**config.mk**
```make
export PLATFORM = sky130hd
export DESIGN_NAME = serial_gap_tracker_top
export DESIGN_NICKNAME = d
export VERILOG_FILES = /design/src/rtl/sgt_pkg.sv /design/src/rtl/sgt_cell.sv /design/src/rtl/sgt_chain.sv /design/src/rtl/serial_gap_tracker_top.sv
export SDC_FILE = /design/constraint.sdc
export NUM_CORES = 1
export LEC_CHECK = 0
export BUFFER_PORTS_ARGS = -buffer_cell sky130_fd_sc_hd__buf_2
export CORE_UTILIZATION = 60
export DETAILED_ROUTE_END_ITERATION = 16
export HOLD_SLACK_MARGIN = 0.1
export MAX_ROUTING_LAYER = met4
export PLACE_DENSITY = 0.77
export SLEW_MARGIN = 20
export SYNTH_ARGS = -nofsm -noshare
export SYNTH_HDL_FRONTEND = slang
export SYNTH_SLANG_ARGS = --single-unit
```
**constraint.sdc**
```tcl
create_clock -name clock -period 5.7 [get_ports clock]
set_clock_uncertainty 0.2 [all_clocks]
set_input_delay 0.57 -clock clock [delete_from_list [all_inputs] [get_ports clock]]
set_output_delay 0.57 -clock clock [all_outputs]
set_load 0.05 [all_outputs]
```
**src/rtl/sgt_pkg.sv**
```systemverilog
// Shared types and constants for the serial gap tracker.
// No dependencies; imported by every module of the block.
package sgt_pkg;

   localparam int SERIAL_W = 14;
   localparam int STATUS_W = 3;

   localparam logic [STATUS_W-1:0] ST_IN_ORDER  = 3'd0;
   localparam logic [STATUS_W-1:0] ST_DUPLICATE = 3'd1;
   localparam logic [STATUS_W-1:0] ST_GAP       = 3'd2;
   localparam logic [STATUS_W-1:0] ST_RECOVERED = 3'd3;
   localparam logic [STATUS_W-1:0] ST_RESYNC    = 3'd4;

   // Command broadcast from the sequencer to every cell of the set.
   typedef struct packed {
      logic                shift;     // move every entry one cell toward the head
      logic                load;      // write ins_data into the selected cell
      logic [SERIAL_W-1:0] ins_data;
   } sgt_ctrl_type;

endpackage

```
**src/rtl/sgt_cell.sv**
```systemverilog
// One cell of the outstanding-serial row: holds a single serial.
// Depends on sgt_pkg.
module sgt_cell
   import sgt_pkg::*;
(
   input  logic                clock,
   input  sgt_ctrl_type        ctrl,
   input  logic                sel,
   input  logic [SERIAL_W-1:0] neighbor_data,
   output logic [SERIAL_W-1:0] entry
);

   logic [SERIAL_W-1:0] entry_ff;
   logic [SERIAL_W-1:0] entry_in;

   always_comb begin
      entry_in = entry_ff;
      if (ctrl.load && sel) begin
         entry_in = ctrl.ins_data;
      end else if (ctrl.shift) begin
         entry_in = neighbor_data;
      end
   end

   always_ff @(posedge clock) begin
      entry_ff <= entry_in;
   end

   assign entry = entry_ff;

endmodule

```
**src/rtl/sgt_chain.sv**
```systemverilog
// Row of sgt_cell instances forming the outstanding-serial set.
// Depends on sgt_pkg and sgt_cell; cell 0 is the head.
module sgt_chain
   import sgt_pkg::*;
#(
   parameter int DEPTH = 64,
   parameter int IDX_W = 6
) (
   input  logic                clock,
   input  sgt_ctrl_type        ctrl,
   input  logic [IDX_W-1:0]    load_idx,
   output logic [SERIAL_W-1:0] head
);

   logic [SERIAL_W-1:0] entries [DEPTH];
   logic [SERIAL_W-1:0] neighbors [DEPTH];
   logic [DEPTH-1:0]    sel;

   for (genvar i = 0; i < DEPTH; i++) begin : g_cell
      // Decode the target cell locally and feed each cell from its upstream neighbor.
      assign sel[i] = (load_idx == IDX_W'(i));
      if (i == DEPTH - 1) begin : g_last
         assign neighbors[i] = '0;
      end else begin : g_mid
         assign neighbors[i] = entries[i+1];
      end
      sgt_cell u_cell (
         .clock         (clock),
         .ctrl          (ctrl),
         .sel           (sel[i]),
         .neighbor_data (neighbors[i]),
         .entry         (entries[i])
      );
   end

   assign head = entries[0];

endmodule

```
**src/rtl/serial_gap_tracker_top.sv**
```systemverilog
// Serial gap tracker top level: APB registers, item sequencer, outstanding row.
// Depends on sgt_pkg and sgt_chain (which instantiates sgt_cell).
//
// An out-of-range serial gives its result in the cycle after start, busy stays low.
// Otherwise busy covers the set walk, the decision and, on a gap, the fill of each
// missing serial; a recovered serial ends early. One item at a time: start is taken
// only while idle, so a new item waits out the busy period; the walk of the cell row
// and the one-entry-per-cycle fill set its length.
// Reset (synchronous): registers return to their defaults and the start values are
// applied; the set is empty. The receiver cannot stall; each result is a one-cycle beat.
module serial_gap_tracker_top
   import sgt_pkg::*;
#(
   parameter int SERIAL_MIN    = 1,
   parameter int SERIAL_MAX    = 9999,
   parameter int PENDING_DEPTH = 64
) (
   input  logic                clock,
   input  logic                reset,
   // command channel
   input  logic                start,
   output logic                busy,
   input  logic [SERIAL_W-1:0] req_serial,
   // result channel
   output logic                rsp_strobe,
   output logic [STATUS_W-1:0] rsp_status,
   output logic [SERIAL_W-1:0] rsp_gap_first,
   output logic [SERIAL_W-1:0] rsp_gap_last,
   // configuration port
   input  logic                psel,
   input  logic                penable,
   input  logic                pwrite,
   input  logic [3:0]          paddr,
   input  logic [31:0]         pwdata,
   output logic [31:0]         prdata,
   output logic                pready
);

   localparam int IDX_W  = (PENDING_DEPTH > 1) ? $clog2(PENDING_DEPTH) : 1;
   localparam int CNT_W  = $clog2(PENDING_DEPTH + 1);
   localparam int DIST_W = SERIAL_W + 1;
   localparam int SUM_W  = DIST_W + 1;
   localparam int SPAN   = SERIAL_MAX - SERIAL_MIN + 1;
   localparam int HALF   = SPAN / 2;

   localparam logic [SERIAL_W-1:0] SMIN       = SERIAL_W'(SERIAL_MIN);
   localparam logic [SERIAL_W-1:0] SMAX       = SERIAL_W'(SERIAL_MAX);
   localparam logic [DIST_W-1:0]   SPAN_D     = DIST_W'(SPAN);
   localparam logic [DIST_W-1:0]   HALF_D     = DIST_W'(HALF);
   localparam logic [SUM_W-1:0]    DEPTH_S    = SUM_W'(PENDING_DEPTH);
   localparam logic [CNT_W-1:0]    DEPTH_C    = CNT_W'(PENDING_DEPTH);
   localparam logic [CNT_W-1:0]    ONE_C      = CNT_W'(1);
   localparam logic [SERIAL_W-1:0] RST_EXPECT = SERIAL_W'(1);
   localparam logic [SERIAL_W-1:0] RST_GAP    = SERIAL_W'(16);

   localparam logic [1:0] REG_START_EXPECTED = 2'd0;
   localparam logic [1:0] REG_START_SYNCED   = 2'd1;
   localparam logic [1:0] REG_MAX_GAP        = 2'd2;

   typedef enum logic [1:0] {
      S_IDLE,
      S_SEARCH,
      S_DECIDE,
      S_FILL
   } state_type;

   function automatic logic in_space(input logic [SERIAL_W-1:0] s);
      return (s >= SMIN) && (s <= SMAX);
   endfunction

   function automatic logic [SERIAL_W-1:0] serial_next(input logic [SERIAL_W-1:0] s);
      return (s == SMAX) ? SMIN : s + SERIAL_W'(1);
   endfunction

   function automatic logic [SERIAL_W-1:0] serial_prev(input logic [SERIAL_W-1:0] s);
      return (s == SMIN) ? SMAX : s - SERIAL_W'(1);
   endfunction

   // ---------------------------------------------------------------------------
   // Registers
   // ---------------------------------------------------------------------------
   state_type           state_ff, state_in;
   logic [SERIAL_W-1:0] start_expected_ff, start_expected_in;
   logic                start_synced_ff, start_synced_in;
   logic [SERIAL_W-1:0] max_gap_ff, max_gap_in;
   logic [SERIAL_W-1:0] expected_ff, expected_in;
   logic                synced_ff, synced_in;
   logic [CNT_W-1:0]    count_ff, count_in;
   logic [CNT_W-1:0]    step_ff, step_in;
   logic [CNT_W-1:0]    remain_ff, remain_in;
   logic [SERIAL_W-1:0] serial_ff, serial_in;
   logic [DIST_W-1:0]   dist_ff, dist_in;
   logic [SERIAL_W-1:0] fill_ff, fill_in;
   logic                rsp_strobe_ff, rsp_strobe_in;
   logic [STATUS_W-1:0] rsp_status_ff, rsp_status_in;
   logic [SERIAL_W-1:0] rsp_gap_first_ff, rsp_gap_first_in;
   logic [SERIAL_W-1:0] rsp_gap_last_ff, rsp_gap_last_in;

   // Cell row interface
   sgt_ctrl_type        ctrl;
   logic [IDX_W-1:0]    load_idx;
   logic [SERIAL_W-1:0] head;

   logic                cfg_wr;
   logic [SERIAL_W-1:0] wr_value;

   assign cfg_wr   = psel && penable && pwrite && pready;
   assign wr_value = pwdata[SERIAL_W-1:0];
   assign pready   = 1'b1;

   always_comb begin
      prdata = '0;
      unique case (paddr[3:2])
         REG_START_EXPECTED: prdata = 32'(start_expected_ff);
         REG_START_SYNCED:   prdata = 32'(start_synced_ff);
         REG_MAX_GAP:        prdata = 32'(max_gap_ff);
         default:            prdata = '0;
      endcase
   end

   // ---------------------------------------------------------------------------
   // Sequencer: walk the set, decide, then fill missing serials one per cycle
   // ---------------------------------------------------------------------------
   always_comb begin
      logic [SUM_W-1:0]  need;
      logic              fits;
      need              = SUM_W'(count_ff) + SUM_W'(dist_ff);
      fits              = (dist_ff <= DIST_W'(max_gap_ff)) && (need <= DEPTH_S);

      state_in          = state_ff;
      start_expected_in = start_expected_ff;
      start_synced_in   = start_synced_ff;
      max_gap_in        = max_gap_ff;
      expected_in       = expected_ff;
      synced_in         = synced_ff;
      count_in          = count_ff;
      step_in           = step_ff;
      remain_in         = remain_ff;
      serial_in         = serial_ff;
      dist_in           = dist_ff;
      fill_in           = fill_ff;
      rsp_strobe_in     = 1'b0;
      rsp_status_in     = rsp_status_ff;
      rsp_gap_first_in  = rsp_gap_first_ff;
      rsp_gap_last_in   = rsp_gap_last_ff;
      ctrl              = '0;
      load_idx          = '0;

      unique case (state_ff)
         S_IDLE: begin
            if (start) begin
               serial_in = req_serial;
               if (!in_space(req_serial)) begin
                  // Out-of-range serial: report resync, leave the expected serial, sync flag and set alone.
                  rsp_strobe_in    = 1'b1;
                  rsp_status_in    = ST_RESYNC;
                  rsp_gap_first_in = '0;
                  rsp_gap_last_in  = '0;
               end else begin
                  step_in  = '0;
                  state_in = S_SEARCH;
               end
            end
         end
         S_SEARCH: begin
            if (step_ff == count_ff) begin
               // Not outstanding: register the forward distance for the decision.
               if (serial_ff >= expected_ff) begin
                  dist_in = DIST_W'(serial_ff) - DIST_W'(expected_ff);
               end else begin
                  dist_in = DIST_W'(serial_ff) + SPAN_D - DIST_W'(expected_ff);
               end
               state_in = S_DECIDE;
            end else if (head == serial_ff) begin
               // Drop the head entry: shift the row, do not reinsert.
               ctrl.shift       = 1'b1;
               count_in         = count_ff - ONE_C;
               rsp_strobe_in    = 1'b1;
               rsp_status_in    = ST_RECOVERED;
               rsp_gap_first_in = '0;
               rsp_gap_last_in  = '0;
               state_in         = S_IDLE;
            end else begin
               // Rotate: head goes back in at the tail of the occupied part.
               ctrl.shift    = 1'b1;
               ctrl.load     = 1'b1;
               ctrl.ins_data = head;
               load_idx      = IDX_W'(count_ff - ONE_C);
               step_in       = step_ff + ONE_C;
            end
         end
         S_DECIDE: begin
            rsp_gap_first_in = '0;
            rsp_gap_last_in  = '0;
            state_in         = S_IDLE;
            rsp_strobe_in    = 1'b1;
            if (!synced_ff) begin
               synced_in     = 1'b1;
               expected_in   = serial_next(serial_ff);
               rsp_status_in = ST_IN_ORDER;
            end else if (dist_ff == '0) begin
               expected_in   = serial_next(serial_ff);
               rsp_status_in = ST_IN_ORDER;
            end else if (dist_ff > HALF_D) begin
               rsp_status_in = ST_DUPLICATE;
            end else if (fits) begin
               // Hold the beat until every missing serial is in the row.
               rsp_strobe_in    = 1'b0;
               fill_in          = expected_ff;
               remain_in        = CNT_W'(dist_ff);
               rsp_gap_first_in = expected_ff;
               rsp_gap_last_in  = serial_prev(serial_ff);
               expected_in      = serial_next(serial_ff);
               state_in         = S_FILL;
            end else begin
               count_in      = '0;
               expected_in   = serial_next(serial_ff);
               rsp_status_in = ST_RESYNC;
            end
         end
         S_FILL: begin
            ctrl.load     = 1'b1;
            ctrl.ins_data = fill_ff;
            load_idx      = IDX_W'(count_ff);
            count_in      = count_ff + ONE_C;
            fill_in       = serial_next(fill_ff);
            remain_in     = remain_ff - ONE_C;
            if (remain_ff == ONE_C) begin
               rsp_strobe_in = 1'b1;
               rsp_status_in = ST_GAP;
               state_in      = S_IDLE;
            end
         end
         default: begin
            state_in = S_IDLE;
         end
      endcase

      // User writes regs only while idle (not enforced); start regs reapply start values.
      if (cfg_wr) begin
         unique case (paddr[3:2])
            REG_START_EXPECTED: begin
               start_expected_in = wr_value;
               expected_in       = in_space(wr_value) ? wr_value : SMIN;
               synced_in         = in_space(wr_value) && start_synced_ff;
               count_in          = '0;
            end
            REG_START_SYNCED: begin
               start_synced_in = pwdata[0];
               expected_in     = in_space(start_expected_ff) ? start_expected_ff : SMIN;
               synced_in       = in_space(start_expected_ff) && pwdata[0];
               count_in        = '0;
            end
            REG_MAX_GAP: begin
               max_gap_in = wr_value;
            end
            default: begin
               max_gap_in = max_gap_ff;
            end
         endcase
      end
   end

   always_ff @(posedge clock) begin
      if (reset) begin
         state_ff          <= S_IDLE;
         start_expected_ff <= RST_EXPECT;
         start_synced_ff   <= 1'b0;
         max_gap_ff        <= RST_GAP;
         expected_ff       <= in_space(RST_EXPECT) ? RST_EXPECT : SMIN;
         synced_ff         <= 1'b0;
         count_ff          <= '0;
         step_ff           <= '0;
         remain_ff         <= '0;
         rsp_strobe_ff     <= 1'b0;
      end else begin
         state_ff          <= state_in;
         start_expected_ff <= start_expected_in;
         start_synced_ff   <= start_synced_in;
         max_gap_ff        <= max_gap_in;
         expected_ff       <= expected_in;
         synced_ff         <= synced_in;
         count_ff          <= count_in;
         step_ff           <= step_in;
         remain_ff         <= remain_in;
         rsp_strobe_ff     <= rsp_strobe_in;
      end
      serial_ff        <= serial_in;
      dist_ff          <= dist_in;
      fill_ff          <= fill_in;
      rsp_status_ff    <= rsp_status_in;
      rsp_gap_first_ff <= rsp_gap_first_in;
      rsp_gap_last_ff  <= rsp_gap_last_in;
   end

   sgt_chain #(
      .DEPTH (PENDING_DEPTH),
      .IDX_W (IDX_W)
   ) u_chain (
      .clock    (clock),
      .ctrl     (ctrl),
      .load_idx (load_idx),
      .head     (head)
   );

   assign busy          = (state_ff != S_IDLE);
   assign rsp_strobe    = rsp_strobe_ff;
   assign rsp_status    = rsp_status_ff;
   assign rsp_gap_first = rsp_gap_first_ff;
   assign rsp_gap_last  = rsp_gap_last_ff;

   // ---------------------------------------------------------------------------
   // Assertions
   // ---------------------------------------------------------------------------
   a_count_bound: assert property (@(posedge clock) disable iff (reset)
      count_ff <= DEPTH_C)
      else $error("outstanding count exceeds the row depth");

   a_walk_bound: assert property (@(posedge clock) disable iff (reset)
      (state_ff == S_SEARCH) |-> (step_ff <= count_ff))
      else $error("set walk ran past the occupied cells");

   a_beat_idle: assert property (@(posedge clock) disable iff (reset)
      rsp_strobe |-> !busy)
      else $error("result beat while an item is still in work");

   a_gap_range: assert property (@(posedge clock) disable iff (reset)
      (rsp_strobe && rsp_status == ST_GAP) |->
         (in_space(rsp_gap_first) && in_space(rsp_gap_last)))
      else $error("gap bounds outside the serial space");

   a_no_gap_zero: assert property (@(posedge clock) disable iff (reset)
      (rsp_strobe && rsp_status != ST_GAP) |->
         (rsp_gap_first == '0 && rsp_gap_last == '0))
      else $error("gap bounds set on a non-gap result");

endmodule
```
==> flow_summary.yaml, run 1 <==
global_route:
  grt_pass1_vias: 28288
  grt_max_degree: 65
  antenna_found_initial: 2
  overflow: 0
  grt_pass1_wl_um: 165000
  track_usage: 0.268
die:
  die_w_um: 286
  ios: 122
  fp.dieH_um: 286
  start_util: 0.611
  rows: 103
  fp.coreArea_um2: 79500
  dieArea_um2: 82100
detailed_routing:
  routedWlPerCell_um: 23.7
  vias: 27778
  drc: 0
  drt-total-wl_um: 107000
  final_antenna_net_count: 0
  first_pass_iters: 6
  drt_iter0_drc: 2445
  post_drt_via_cell_ratio: 6.18
synth:
  synthDistinctLibCells: 77
  yosysTopAreaCellShare: 0.600
  synth_largest_area_cell: "edfxtp_1"
  ys_top_cells_by_count: "970 x edfxtp_1, 775 x mux2_2, 211 x nand2_1, 149 x nor2_1, 142 x clkbuf_1"
  syn_inst: 3311
  async_flop_share: 0
  ys_ff_latch: 1038
  syn_area_per_cell_um2: 14.7
  synth.most_common_cell: "edfxtp_1"
  synth_area_um2: 48500
  ys.flop_type: "edfxtp_1"
  synth_seq_area_share: 0.628
  yosys_warnings: 0
  synth_edf_count: 970
  ys_top_cells_by_area: "edfxtp_1 60%, mux2_2 18%, dfxtp_1 2.8%, mux2_1 2.5%, ha_1 1.6%"
cts:
  numCtsBuffers: 103
  cts_tree: "done"
  clkTransAtPathRegs_ns: 0.06
  cts.htree.levels: 3
  cts_root_buf: "clkbuf_16"
  cts_resized: 0
  cts.sinks: 1038
  cts.path.max_buffers: 3
  insertion_delay_ns: 0.68
timing:
  slew_headroom: 0.233
  setup_viol: 0
  finalHoldViolCount: 0
  slew_viol_final: 0
  min_period_ns: 5.11
  hold_ws_ns: 0.191
  tightest_slew_ns: 1.15
  setup_tns_ns: 0
  rsz0062_at_grt: "false"
  fin_crit_sh: 0.896
  fmaxAchievable_mhz: 196
place:
  port_buffers: 82
  place_inst: 4278
  placed_area_um2: 49900
  gp_congestion: 0.914
  place_hpwl_um: 64800
pwr:
  power_density_nw_per_um2: 310
  power.leakage_nw: 18.4
  peakVddDrop_uv: 269
critical_path:
  crit_arrival_ns: 5.19
  critPathMaxFanout: 15
  cp-start-kind: "register"
  crit_required_ns: 5.79
  criticalPathCategory: "reg2reg"
  cp-end-kind: "register"
layout:
  layout-drive-gt1-share: 0.329
  fin_cells: 4495
  final_area_um2: 53400
  fill_cells: 5267
  area_delta_synth_final_pct: 9.96
  nets: 3494
outcome:
  status: "complete, no violations"
run:
  cap_violations: 0
worst_hold_path:
  min_path_type: "in2reg"
placed cells by master, fill, tap and decap left out, types with 8 or more instances in the layout:
master	instances
a211oi_1	17
a21oi_1	72
a22o_4	14
a22oi_1	9
a31oi_1	9
and2_1	12
and3_1	28
buf_2	82
buf_4	79
clkbuf_1	16
clkbuf_16	103
clkinv_1	26
clkinv_2	26
conb_1	19
dfxtp_1	68
dlygate4sd3_1	28
edfxtp_1	970
fa_1	11
ha_1	64
inv_1	76
mux2_1	109
mux2_2	775
mux2i_1	38
nand2_1	211
nand2b_1	8
nand3_1	44
nand4_1	13
nor2_1	146
nor3_1	31
nor4_1	19
o21ai_0	48
o22ai_1	22
or2_2	18
or3_1	12
xnor2_1	51
xor2_1	40
repair_timing:
action,CTS,global route
buffers inserted,0,0
hold buffers,28,0
hold endpoints to repair,45,0
setup endpoints to repair,0,0
final timing paths:
path	depth (start not counted)	from	slack [ns]	end
worst min-delay path	3	paddr[2]	0.19	start_synced_ff
worst min register to register	2	start_expected_ff[6]	0.31	start_expected_ff[6]
worst max-delay path	11	serial_ff[8]	0.59	u_chain.g_cell[15].u_cell.entry[0]
worst max register to register	11	serial_ff[8]	0.59	u_chain.g_cell[15].u_cell.entry[0]
state kept, by name, indices dropped and copies added (netlist names):
register	cells
expected_ff	14
dist_ff	15
rsp_gap_first	14
step_ff	7
remain_ff	7
start_expected_ff	14
rsp_status	3
count_ff	7
synced_ff	1
max_gap_ff	14
start_synced_ff	1
fill_ff	14
u_chain.g_cell.u_cell.entry	896
serial_ff	14
rsp_strobe	1
rsp_gap_last	14
state_ff	2
worst max-delay path, cell delays in order, from the launching register on:
cell      delay, ns
edfxtp_1       0.69
xor2_1         0.20
nor4_1         0.07
and4_1         0.35
inv_2          0.14
ha_1           0.15
inv_1          0.04
o22ai_1        0.25
nand3_1        0.48
nor2_1         0.89
nand2_1        0.61
nand2_1        0.64
final cells by class:
type | instances | area, µm² | area share
tap | 1050 | 1310 | 0.0246
inverter | 78 | 293 | 0.00548
clock inverter | 66 | 497 | 0.00931
timing repair buffer | 190 | 1290 | 0.0243
antenna | 2 | 5.00 | 0.0000938
sequential | 1038 | 30500 | 0.571
clock buffer | 119 | 2640 | 0.0494
multi-input combinational | 1952 | 16900 | 0.316
kinds of logic after synthesis:
kind of cell | after synthesis | share of synthesized area
xor+xnor | 91 | 0.0164
other cells | 2 | 0.000155
flops | 1038 | 0.628
compound gates | 260 | 0.0354
mux | 922 | 0.213
buf+inv | 338 | 0.0296
fa+ha+maj | 75 | 0.0210
simple gates | 585 | 0.0565
metrics by stage:
| stage | setup slack, ns | utilization | power, mW |
|---|---|---|---|
| 3_5_place_dp | 0.745 | 0.628 | 10.3 |
| 5_1_grt | 0.349 | 0.671 | 17.1 |
| 6_report | 0.593 | 0.671 | 16.5 |
| 4_1_cts | 0.704 | 0.671 | 16.6 |
| 2_1_floorplan | 2.00 | - | 9.86 |
| 3_3_place_gp | 0.894 | 0.628 | 10.2 |
per-layer routing:
metal / part of all wire / track usage / up-vias
met5: 0 / - / -
met3: 0.047 / 0.0304 / 210
li1: - / - / 12563
met2: 0.50 / 0.441 / 938
met4: 0.029 / 0.0829 / 0
met1: 0.42 / 0.349 / 14067
where the power goes:
part | switching [mW] | internal, mW | leakage, nW | total, mW
Sequential | 0.141 | 8.68 | 9.36 | 8.82
Clock | 2.87 | 3.54 | 1.55 | 6.40
Combinational | 0.875 | 0.446 | 7.52 | 1.32
Total | 3.88 | 12.7 | 18.4 | 16.5
No activity file was read; power rests on OpenSTA's default activity.
==> inputs of run 2 (changes only) <==
--- a/config.mk
+++ b/config.mk
@@ -6,7 +6,9 @@
 export NUM_CORES = 1
 export LEC_CHECK = 0
 export BUFFER_PORTS_ARGS = -buffer_cell sky130_fd_sc_hd__buf_2
+export CORE_MARGIN = 3
 export CORE_UTILIZATION = 60
+export CTS_BUF_LIST = sky130_fd_sc_hd__clkbuf_2 sky130_fd_sc_hd__clkbuf_4 sky130_fd_sc_hd__clkbuf_8
 export DETAILED_ROUTE_END_ITERATION = 16
 export HOLD_SLACK_MARGIN = 0.1
 export MAX_ROUTING_LAYER = met4
==> run 2 against run 1 <==
Critical path depth down 2; global-route usage is 0.67 points lower; final cell count grew 2.6%; largest power group unchanged; die area increased by 2.8%; combinational power hardly changed; largest cell class unchanged; maximum frequency is 3.5% higher; sequential power hardly changed; critical endpoint is now u_chain.g_cell[10].u_cell.entry[6].
==> flow_summary.yaml, run 2 (synthesized netlist as in run 1, its figures left out) <==
global_route:
  track_usage: 0.261
  grt_pass1_vias: 29139
  antenna_found_initial: 3
  overflow: 0
  grt_max_degree: 65
  grt_pass1_wl_um: 168000
cts:
  cts.sinks: 1038
  cts_tree: "done"
  cts.path.max_buffers: 3
  cts.htree.levels: 4
  cts_resized: 0
  insertion_delay_ns: 0.82
  numCtsBuffers: 165
  cts_root_buf: "clkbuf_8"
  cts_setup_buffers: 0
  clkTransAtPathRegs_ns: 0.06
timing:
  slew_headroom: 0.244
  setup_tns_ns: 0
  rsz0062_at_grt: "false"
  fmaxAchievable_mhz: 203
  finalHoldViolCount: 0
  fin_crit_sh: 0.866
  min_period_ns: 4.94
  fin_ws_ns: 0.764
  slew_viol_final: 0
  hold_ws_ns: 0.269
  setup_viol: 0
  tightest_slew_ns: 1.13
die:
  rows: 103
  ios: 122
  fp.dieH_um: 290
  start_util: 0.611
  dieArea_um2: 84400
  die_w_um: 290
  fp.coreArea_um2: 79500
outcome:
  status: "complete, no violations"
layout:
  final_area_um2: 53500
  final_common_cell: "edfxtp_1"
  layout_common_cells: "970 x edfxtp_1, 775 x mux2_2, 211 x nand2_1"
  layout-drive-gt1-share: 0.349
  largest_reg_flops: 896
  area_delta_synth_final_pct: 10.1
  nets: 3562
place:
  place_hpwl_um: 66400
  placed_area_um2: 50000
  detailedPlace.worstSlack_ns: 0.821
  port_buffers: 82
  gp_congestion: 0.951
detailed_routing:
  drt_iter0_drc: 2293
  drc: 0
  vias: 28042
  drt-total-wl_um: 107000
  first_pass_iters: 5
  post_drt_via_cell_ratio: 6.08
  routedWlPerCell_um: 23.3
  final_antenna_net_count: 0
critical_path:
  crit_arrival_ns: 5.17
  crit_start: "serial_ff[5]"
  crit_required_ns: 5.93
  critPathMaxFanout: 15
  cp-endpoint: "u_chain.g_cell[10].u_cell.entry[6]"
  r2r_slack_ns: 0.76
  ff2ff_path_depth: 9
  cp-start-kind: "register"
  timing.rr.end: "u_chain.g_cell[10].u_cell.entry[6]"
  cp-end-kind: "register"
  criticalPathCategory: "reg2reg"
  timing.rr.start: "serial_ff[5]"
pwr:
  p_switching_mw: 4.01
  power_density_nw_per_um2: 305
  power.internal_mw: 12.3
  power.share.sequential: 0.541
  p_total_mw: 16.3
  power_switching_share: 0.246
  power.leakage_nw: 18.6
  pwr-share-comb: 0.081
  clkPwrFrac: 0.378
  peakVddDrop_uv: 254
worst_hold_path:
  holdPathStages: 5
  worstHoldStart: "pwrite"
  min_path_type: "in2reg"
run:
  cap_violations: 0
run 2: metal layers:
layer / routed length, µm / GRT usage / up-vias
met5: 0 / - / -
met2: 52000 / 0.415 / 984
met1: 45500 / 0.337 / 14070
met3: 5940 / 0.0434 / 247
li1: - / - / 12741
met4: 3940 / 0.105 / 0
run 2: worst max-delay path: stages (launching register included):
cell and delay [ns]:
edfxtp_1 0.60, xor2_1 0.24, nor4_1 0.37, and4_1 0.58
nor2_2 0.12, a221oi_4 0.58, nor2b_1 0.59, buf_4 0.30
nand2_1 0.37, nand2_1 0.59
run 2: power groups by stage:
stage	registers, mW	clock network (mW)	logic [mW]
3_3_place_gp	8.98	0	1.26
3_5_place_dp	8.98	0	1.29
6_report	8.83	6.17	1.32
5_1_grt	8.85	6.63	1.44
2_1_floorplan	8.97	0	0.895
4_1_cts	8.83	6.31	1.32
run 2: area by class of cell:
| cell class | count | area (µm²) |
|---|---|---|
| clock buffer | 210 | 2610 |
| timing repair buffer | 196 | 1350 |
| fill | 5329 | 26100 |
| multi-input combinational | 1952 | 16900 |
| tap | 1050 | 1310 |
| clock inverter | 87 | 556 |
| antenna | 3 | 7.51 |
| inverter | 78 | 293 |
| sequential | 1038 | 30500 |
run 2: repair_timing:
action / CTS / global route
endpoints found under the hold margin: 61 / 0
endpoints found under the setup margin: 0 / 0
hold buffers: 32 / 0
run 2: worst min-delay path by stage:
stage	endpoint	slack, ns
finish	start_synced_ff	0.27
global route	serial_ff[12]	0.28
CTS	start_synced_ff	0.17
detailed placement	start_expected_ff[5]	0.28
global placement	start_synced_ff	0.26
floorplan	start_synced_ff	0.25
run 2: stage by stage:
step,util,std cells
floorplan,-,3328
global placement,0.628,4282
detailed placement,0.628,4282
CTS,0.672,4611
global route,0.672,4612
finish,0.672,4614
